**src/rtl/sese_pkg.sv**
```systemverilog
// Package with shared types and constants for the subset enumerator.
package sese_pkg;

    localparam int MASK_W  = 32;
    localparam int SIZE_W  = 6;
    localparam int COUNT_W = 64;
    localparam int MAX_N   = 32;

    localparam logic OP_LOAD    = 1'b0;
    localparam logic OP_ADVANCE = 1'b1;

    typedef enum logic [3:0] {
        ST_IDLE,
        ST_COUNT,
        ST_RANK_INIT,
        ST_RANK,
        ST_RANK_ACC,
        ST_ROOM,
        ST_ROOM_CALC,
        ST_DECIDE,
        ST_NEXT_SIZE,
        ST_UNRANK_INIT,
        ST_UNRANK,
        ST_UNRANK_ACC,
        ST_OUT
    } state_t;

    typedef struct packed {
        logic load;
        logic trim;
        logic count_step;
        logic rank_init;
        logic rank_step;
        logic room_sel;
        logic room_calc;
        logic take_within;
        logic take_block;
        logic set_end;
        logic next_size;
        logic unrank_init;
        logic unrank_step;
        logic commit;
    } cmd_t;

    typedef struct packed {
        logic count_done;
        logic walk_done;
        logic left_zero;
        logic fits;
        logic size_full;
        logic past_end;
    } status_t;

endpackage

```
**src/rtl/sese_ctrl.sv**
```systemverilog
// Controller state machine of the subset enumerator.
module sese_ctrl (
    input  logic               aclk,
    input  logic               aresetn,
    input  logic               s_tvalid,
    output logic               s_tready,
    input  logic               s_op,
    output logic               m_tvalid,
    input  logic               m_tready,
    input  sese_pkg::status_t  status,
    output sese_pkg::cmd_t     cmd
);
    sese_pkg::state_t state_reg, state_next;

    always_ff @(posedge aclk) begin
        if (!aresetn) state_reg <= sese_pkg::ST_IDLE;
        else state_reg <= state_next;
    end

    always_comb begin
        state_next = state_reg;
        cmd = '0;
        s_tready = 1'b0;
        m_tvalid = 1'b0;
        unique case (state_reg)
            sese_pkg::ST_IDLE: begin
                s_tready = 1'b1;
                if (s_tvalid) begin
                    if (s_op == sese_pkg::OP_LOAD) cmd.load = 1'b1;
                    else cmd.trim = 1'b1;
                    state_next = sese_pkg::ST_COUNT;
                end
            end
            sese_pkg::ST_COUNT: begin
                if (status.count_done) begin
                    state_next = status.left_zero || status.past_end
                               ? sese_pkg::ST_OUT : sese_pkg::ST_RANK_INIT;
                end else begin
                    cmd.count_step = 1'b1;
                end
            end
            sese_pkg::ST_RANK_INIT: begin
                cmd.rank_init = 1'b1;
                state_next = sese_pkg::ST_RANK;
            end
            sese_pkg::ST_RANK: begin
                if (status.walk_done) state_next = sese_pkg::ST_ROOM;
                else state_next = sese_pkg::ST_RANK_ACC;
            end
            sese_pkg::ST_RANK_ACC: begin
                cmd.rank_step = 1'b1;
                state_next = sese_pkg::ST_RANK;
            end
            sese_pkg::ST_ROOM: begin
                cmd.room_sel = 1'b1;
                state_next = sese_pkg::ST_ROOM_CALC;
            end
            sese_pkg::ST_ROOM_CALC: begin
                cmd.room_calc = 1'b1;
                state_next = sese_pkg::ST_DECIDE;
            end
            sese_pkg::ST_DECIDE: begin
                if (status.fits) begin
                    cmd.take_within = 1'b1;
                    state_next = sese_pkg::ST_UNRANK_INIT;
                end else begin
                    cmd.take_block = 1'b1;
                    state_next = sese_pkg::ST_NEXT_SIZE;
                end
            end
            sese_pkg::ST_NEXT_SIZE: begin
                if (status.size_full) begin
                    cmd.set_end = 1'b1;
                    state_next = sese_pkg::ST_OUT;
                end else if (status.left_zero) begin
                    cmd.next_size = 1'b1;
                    state_next = sese_pkg::ST_OUT;
                end else begin
                    cmd.next_size = 1'b1;
                    state_next = sese_pkg::ST_RANK_INIT;
                end
            end
            sese_pkg::ST_UNRANK_INIT: begin
                cmd.unrank_init = 1'b1;
                state_next = sese_pkg::ST_UNRANK;
            end
            sese_pkg::ST_UNRANK: begin
                if (status.walk_done) begin
                    cmd.commit = 1'b1;
                    state_next = sese_pkg::ST_OUT;
                end else begin
                    state_next = sese_pkg::ST_UNRANK_ACC;
                end
            end
            sese_pkg::ST_UNRANK_ACC: begin
                cmd.unrank_step = 1'b1;
                state_next = sese_pkg::ST_UNRANK;
            end
            sese_pkg::ST_OUT: begin
                m_tvalid = 1'b1;
                if (m_tready) state_next = sese_pkg::ST_IDLE;
            end
            default: state_next = sese_pkg::ST_IDLE;
        endcase
    end
endmodule

```
**config.mk**
```make
export PLATFORM = sky130hd
export DESIGN_NAME = sese_ctrl
export DESIGN_NICKNAME = d
export VERILOG_FILES = /design/src/rtl/sese_pkg.sv /design/src/rtl/sese_ctrl.sv
export SDC_FILE = /design/constraint.sdc
export NUM_CORES = 1
export LEC_CHECK = 0
export ABC_CLOCK_PERIOD_IN_PS = 1650
export BUFFER_PORTS_ARGS = -buffer_cell sky130_fd_sc_hd__buf_4
export CORE_AREA = 2 2 39 41
export CTS_CLUSTER_DIAMETER = 30
export DETAILED_ROUTE_END_ITERATION = 12
export DIE_AREA = 0 0 41 43
export PLACE_DENSITY = 0.66
export SLEW_MARGIN = 20
export SYNTH_ARGS = -nofsm -noshare
export SYNTH_HDL_FRONTEND = slang
export SYNTH_SLANG_ARGS = --single-unit
export TNS_END_PERCENT = 100
```
**constraint.sdc**
```tcl
create_clock -name aclk -period 1.65 [get_ports aclk]
set_clock_uncertainty 0.2 [all_clocks]
set_input_delay 0.2475 -clock aclk [delete_from_list [all_inputs] [get_ports aclk]]
set_output_delay 0.2475 -clock aclk [all_outputs]
set_load 0.1 [all_outputs]
```
==> results_dict.tcl, run 1 <==
set metrics [dict create \
    synth_seq_area_share_pct 16.1 \
    muxShareOfSynthArea_pct 4.02 \
    cts_sinks 4 \
    synth_top_family_by_area "simple AND/OR/NAND/NOR gates" \
    htree_levels 1 \
    syn_nets 80 \
    synthAdderAreaFrac_pct 0 \
    die-height_um 43 \
    num_rows 14 \
    cts-root-buf "clkbuf_4" \
    syn_area_um2 498 \
    synth_xor_area_share_pct 0 \
    outcome "did not finish" \
    die_w_um 41 \
    post-dp-hpwl_um 1330 \
    pin_count 27 \
    post-cts-setup-buffers 14 \
    synth_cell_types 29 \
    synth_compound_area_share_pct 22.4 \
    dpl_cell_area_um2 907 \
    syn_inst 69 \
    pre_cts_ws_ns -0.0317 \
    clockBufferDepth 2 \
    yosys.area_share.simple_pct 48.5 \
    port_buffers 26 \
    ys_warn_count 0 \
    ys_ff_latch 4 \
    numCtsBuffers 3 \
    cts-resized-gates 76 \
    lastStage "clock tree synthesis" \
    error_line "[ERROR DPL-0033] detailed placement checks failed during check placement." \
    gp_congestion 0.815 \
    initial_core_util_pct 36.0 \
    syn_area_per_cell_um2 7.22 \
    holdBufCountCts 0 \
]
logic make-up after synthesis:
kind of cell / Yosys count
and+or+nand+nor: 39
muxes: 2
buffers and inverters: 7
DFF: 4
AOI/OAI and AO/OA: 17
stage by stage:
step	util (%)	hold WS [ns]	instances
after detailed placement	65.6	0.288	123
after global placement	65.6	0.274	123
after floorplan	-	0.156	69
synthesized netlist by cell type:
| master | instances | area [um^2] |
|---|---|---|
| nand2b_1 | 3 | 18.8 |
| dfxtp_1 | 4 | 80.1 |
| a221oi_1 | 1 | 8.76 |
| nor3_4 | 1 | 16.3 |
| buf_6 | 2 | 22.5 |
| and2_1 | 1 | 6.26 |
| and3_1 | 1 | 6.26 |
| a22oi_1 | 1 | 7.51 |
| a311oi_1 | 1 | 8.76 |
| inv_1 | 2 | 7.51 |
| mux2i_1 | 2 | 20.0 |
| nand2_1 | 4 | 15.0 |
| o21a_1 | 2 | 15.0 |
| a31oi_1 | 2 | 12.5 |
| o21ai_1 | 1 | 5.00 |
| nor2b_1 | 2 | 12.5 |
| a21oi_1 | 5 | 25.0 |
| o22ai_1 | 2 | 12.5 |
| o2bb2ai_1 | 1 | 8.76 |
| or2_1 | 1 | 6.26 |
| nand2b_4 | 2 | 27.5 |
| o21bai_1 | 1 | 7.51 |
| nor3_2 | 4 | 40.0 |
| or3_1 | 1 | 6.26 |
| nor3_1 | 7 | 35.0 |
| nor3b_1 | 1 | 7.51 |
| buf_2 | 3 | 15.0 |
| nor2_1 | 10 | 37.5 |
| nor2_2 | 1 | 6.26 |
==> run 2: changes to the inputs <==
CORE_AREA = 2 2 63 65   (was 2 2 39 41)
CTS_CLUSTER_DIAMETER = default   (was 30)
DIE_AREA = 0 0 65 67   (was 0 0 41 43)
PLACE_DENSITY = default   (was 0.66)
PLACE_DENSITY_LB_ADDON = 0.15   (was default)
==> run 2 against run 1 <==
- the flow now finishes, with violations (setup timing)
- area after synthesis is the same
- synthesized cell count is the same
==> results_dict.tcl, run 2 <==
set metrics [dict create \
    synth_top_cell_by_area "dfxtp_1" \
    finalSetupViolations 14 \
    power_mw 2.77 \
    vias 698 \
    first_pass_iters 4 \
    start_kind "register" \
    leakage_nw 0.562 \
    antenna_found_initial 0 \
    vdd_drop_max_uv 615 \
    grt_overflow 0 \
    worst_pin_slew_ns 0.361 \
    pre_cts_ws_ns -0.0236 \
    wire_per_inst_um 11.8 \
    ant_nets 0 \
    crit_path_max_incr_delay_ns 0.31 \
    cp.required_ns 1.20 \
    remaining_drc_errors 0 \
    worst-path-buf-inv 1 \
    cts-root-buf "clkbuf_8" \
    die_w_um 65 \
    netlist_top_cells_count "nor2_1 (10), nor3_1 (7), a21oi_1 (5)" \
    area_growth_pct 176 \
    worst_slew_margin_rel_pct 75.9 \
    gp_congestion 0.735 \
    initial_core_util_pct 13.8 \
    fin_nets 137 \
    worstPathMaxFanout 3 \
    die-height_um 67 \
    cts_tree "done" \
    cp_cell_sequence "or2_4, nor3_4, nand2_1, nor2_4, buf_12" \
    synth_cell_types 29 \
    yosysMostFrequentCell "nor2_1" \
    violations "setup timing" \
    grt_pass1_vias 763 \
    worst_path_max_delay_cell "dfxtp_2" \
    fillers 357 \
    n_antenna_cell 0 \
    largest_register_ffs 4 \
    syn_area_per_cell_um2 7.22 \
    pin_count 27 \
    synth_top_area_share_pct 16.1 \
    synth_async_sr_flop_share_pct 0 \
    outcome "complete, but fails checks" \
    post-dp-hpwl_um 1510 \
    endpoint_kind "primary output" \
    path_delay_family "simple AND/OR/NAND/NOR gates" \
    layout_common_cells "buf_4 (34), buf_12 (16), nor3_4 (9)" \
    slew_violations 0 \
    clk_latency_ns 0.22 \
    numCtsBuffers 3 \
    ys_warn_count 0 \
    synth_seq_area_share_pct 16.1 \
    wirelength_um 2020 \
    core_area_um2 3610 \
    synth_ff_type "dfxtp_1" \
    finalHoldViolCount 0 \
    hp-class "in2reg" \
    clock.fmax_ghz 0.556 \
    clk_pin_slew_ns 0.03 \
    grt_setup_unrepaired "yes" \
    syn_nets 80 \
    period_share_pct 109 \
    syn_area_um2 498 \
    syn_inst 69 \
    worstPathArrival_ns 1.35 \
    synth_edf_count 0 \
    vias_per_cell 4.06 \
    htree_levels 1 \
    clockBufferDepth 2 \
    max_cap_viol_count 0 \
    ys_ff_latch 4 \
    post-route-min-period_ns 1.80 \
    drt-initial-drc-count 10 \
    post_synth_main_area_contributors "dfxtp_1 (16%), nor3_2 (8.0%), nor2_1 (7.5%), nor3_1 (7.0%), nand2b_4 (5.5%)" \
    critPathKind "reg2out" \
    grtUsageTotal_pct 10.5 \
    setup_ws_ns -0.147 \
    num_rows 22 \
    port_buffers 26 \
    cts_sinks 4 \
    grt_pass1_wl_um 3490 \
    die_area_um2 4360 \
    drive_above_1_share_pct 73.4 \
    powerDensity_nw_per_um2 2010 \
    grt_max_degree 11 \
    final_common_cell "buf_4" \
]
==> run 2: cell counts after synthesis <==
Identical to the previous run, type by type.
==> run 2: cells by family (layout without fill, tap and decap cells) <==
family,count (synthesis),in the layout,synth area share [%]
multiplexers,2,2,4.02
buffers and inverters,7,62,9.04
AO/OA/AOI/OAI,17,17,22.4
AND/OR/NAND/NOR,39,39,48.5
flip-flops,4,4,16.1
==> run 2: routing by layer <==
layer	global-route usage [%]	vias up	share of wire (%)	routed length, um
met4	4.26	0	1.3	26
met3	3.89	4	4.5	92
li1	-	359	-	-
met2	16.9	11	50	1020
met1	12.7	324	44	887
met5	0	-	0	0
==> run 2: final timing paths <==
path	startpoint	endpoint	slack [ns]	depth (start not counted)
worst min register to register	state_reg[0]	state_reg[1]	0.59	3
worst max-delay path	state_reg[1]	cmd[13]	-0.15	5
worst min-delay path	aresetn	state_reg[0]	0.05	2
worst max register to register	state_reg[2]	state_reg[2]	-0.02	7
==> run 2: area by class of cell <==
type | instances | area, um^2 | share of cell area (%)
clock buffer | 3 | 41.3 | 3.00
inverter | 2 | 7.51 | 0.546
sequential | 4 | 85.1 | 6.19
multi-input combinational | 58 | 527 | 38.3
tap | 48 | 60.1 | 4.37
timing repair buffer | 57 | 654 | 47.6
==> run 2: where the power goes <==
part,switching (mW),internal (mW),total [mW]
combinational,1.35,1.02,2.37
sequential,0.0451,0.147,0.192
clock,0.0519,0.156,0.207
total,1.44,1.32,2.77
==> run 2: metrics by stage <==
| stage | hold slack [ns] | TNS [ns] | utilization, % | std cells | instance area (um^2) |
|---|---|---|---|---|---|
| floorplan | 0.156 | -7.72 | - | 69 | 598 |
| global placement | 0.273 | -0.0595 | 26.5 | 158 | 957 |
| detailed placement | 0.281 | -0.109 | 26.5 | 158 | 957 |
| CTS | 0.0520 | -1.24 | 37.2 | 169 | 1340 |
| global route | 0.0662 | -1.89 | 38.1 | 172 | 1380 |
| finish | 0.0514 | -1.12 | 38.1 | 172 | 1380 |
==> run 2: what timing repair did <==
item	4_1_cts	5_1_grt
pin swaps	5	6
hold buffers	0	0
setup buffers	8	5
setup endpoints to repair	16	18
hold endpoints to repair	0	0
resized for setup	70	4
Note: power is estimated with default switching activity, not from simulation.
==> run 3: changes to the inputs <==
CELL_PAD_IN_SITES_DETAIL_PLACEMENT = 1   (was default)
CELL_PAD_IN_SITES_GLOBAL_PLACEMENT = 2   (was default)
==> run 3 against run 2 <==
- the run still ends with setup timing left
- sequential power up 7%
- worst hold slack better by 0.0038 ns
- largest power group unchanged
- cell area fell by 1.3%
- count of clock-buffer cells in the layout unchanged
- highest routed layer unchanged
- setup slack got worse by 0.0018 ns
- core utilization down 0.49 points
==> results_dict.tcl, run 3 (synthesis gave the netlist of run 2 again) <==
set metrics [dict create \
    cp.required_ns 1.20 \
    grt_pass1_wl_um 3590 \
    start_kind "register" \
    n_antenna_cell 0 \
    post-route-min-period_ns 1.80 \
    cp_cell_sequence "or2_4, nor3_4, nand2_1, nor2_4, buf_12" \
    core_area_um2 3610 \
    wire_per_inst_um 12.7 \
    htree_levels 1 \
    first_pass_iters 2 \
    cts-root-buf "clkbuf_8" \
    vias 695 \
    grt_overflow 0 \
    hold_slack_ns 0.0552 \
    vdd_drop_max_uv 528 \
    cts_tree "done" \
    leakage_nw 0.527 \
    fin_cells 167 \
    comb_power_share_pct 85.3 \
    r2r-start "state_reg[1]" \
    post-dp-hpwl_um 1630 \
    remaining_drc_errors 0 \
    register_area_um2 90.1 \
    p_sw_mw 1.44 \
    p_sw_share_pct 51.4 \
    worst_slew_margin_rel_pct 76.4 \
    worstPathMaxFanout 4 \
    grt_setup_unrepaired "yes" \
    pin_count 27 \
    crit_path_max_incr_delay_ns 0.33 \
    max_cap_viol_count 0 \
    period_share_pct 109 \
    grtUsageTotal_pct 10.8 \
    violations "setup timing" \
    pre_cts_ws_ns -0.0267 \
    outcome "complete, but fails checks" \
    wl_met2_um 1080 \
    finalSetupTns_ns -1.31 \
    clockBufferDepth 2 \
    finalHoldViolCount 0 \
    antenna_found_initial 0 \
    slew_violations 0 \
    worstPathArrival_ns 1.35 \
    maxUsedRoutingLayer "met4" \
    clk_latency_ns 0.22 \
    die_area_um2 4360 \
    gp_congestion 0.700 \
    dp.cells 156 \
    cts_sinks 4 \
    vias_per_cell 4.16 \
    fin_nets 132 \
    die_w_um 65 \
    area_growth_pct 173 \
    grt_pass1_vias 765 \
    critPathKind "reg2out" \
    multi_input_area_um2 529 \
    port_buffers 26 \
    grt_max_degree 14 \
    numCtsBuffers 3 \
    num_rows 22 \
    ant_nets 0 \
    drt-initial-drc-count 18 \
    internal-power_mw 1.36 \
    worstHoldStart "aresetn" \
    powerDensity_nw_per_um2 2060 \
    largest_register_ffs 4 \
    wirelength_um 2130 \
    worst_path_max_delay_cell "dfxtp_2" \
    drive_above_1_share_pct 71.4 \
    finalSetupViolations 14 \
    setup_ws_ns -0.149 \
    wirelength_met1_um 944 \
    crit_path_start "state_reg[2]" \
    clkPwrFrac_pct 7.4 \
    met3_length_um 78 \
    fillers 411 \
    final_common_cell "buf_4" \
    clock.fmax_ghz 0.556 \
    initial_core_util_pct 13.8 \
    p_seq_share_pct 7.3 \
    endpoint_kind "primary output" \
    layout_common_cells "buf_4 (28), buf_12 (17), nor3_4 (10)" \
    die-height_um 67 \
    hp-class "in2reg" \
    clk_pin_slew_ns 0.03 \
    worst_pin_slew_ns 0.354 \
]
run 3: changes by cell type in the layout (fill, tap and decap cells not counted), sizes merged:
| cell | change |
|---|---|
| buf | -5 |
run 3: final timing paths:
path | endpoint | slack [ns] | cells past startpoint
max | cmd[13] | -0.15 | 5
min | state_reg[0] | 0.06 | 2
max reg2reg | state_reg[3] | 0.09 | 5
min reg2reg | state_reg[1] | 0.59 | 4
run 3: timing repair:
action                     CTS  global route
setup endpoints to repair   16            17
setup buffers                5             3
pin swaps                    7             6
hold buffers                 0             0
resized for setup           66             9
run 3: layout make-up:
class | instances | area share [%]
Multi-Input combinational cell | 58 | 39.0
Timing Repair Buffer | 52 | 46.4
Sequential cell | 4 | 6.64
Clock buffer | 3 | 3.04
Tap cell | 48 | 4.42
Inverter | 2 | 0.553
run 3: metrics by stage:
stage	area [um^2]	util, %	power (mW)
detailed placement	955	26.5	1.98
global route	1360	37.6	2.97
finish	1360	37.6	2.80
global placement	955	26.5	1.99
floorplan	598	-	1.51
CTS	1300	35.9	2.71
run 3: critical path, delay by kind of cell (launching register included):
family,cells,cell delay [ns]
flops,1,0.33
buf+inv,1,0.18
simple gates,4,0.62
run 3: per-layer routing:
metal  vias to the layer above  track usage (%)
met2                        10             17.8
met1                       334             13.6
met3                         2             3.38
met5                         -                0
met4                         0             3.19
li1                        349                -
run 3: power by group through the flow:
stage / registers [mW] / logic, mW / clock network [mW]
2_1_floorplan: 0.187 / 1.32 / 0
3_3_place_gp: 0.177 / 1.81 / 0
3_5_place_dp: 0.178 / 1.80 / 0
4_1_cts: 0.193 / 2.30 / 0.217
5_1_grt: 0.216 / 2.53 / 0.224
6_report: 0.206 / 2.39 / 0.208
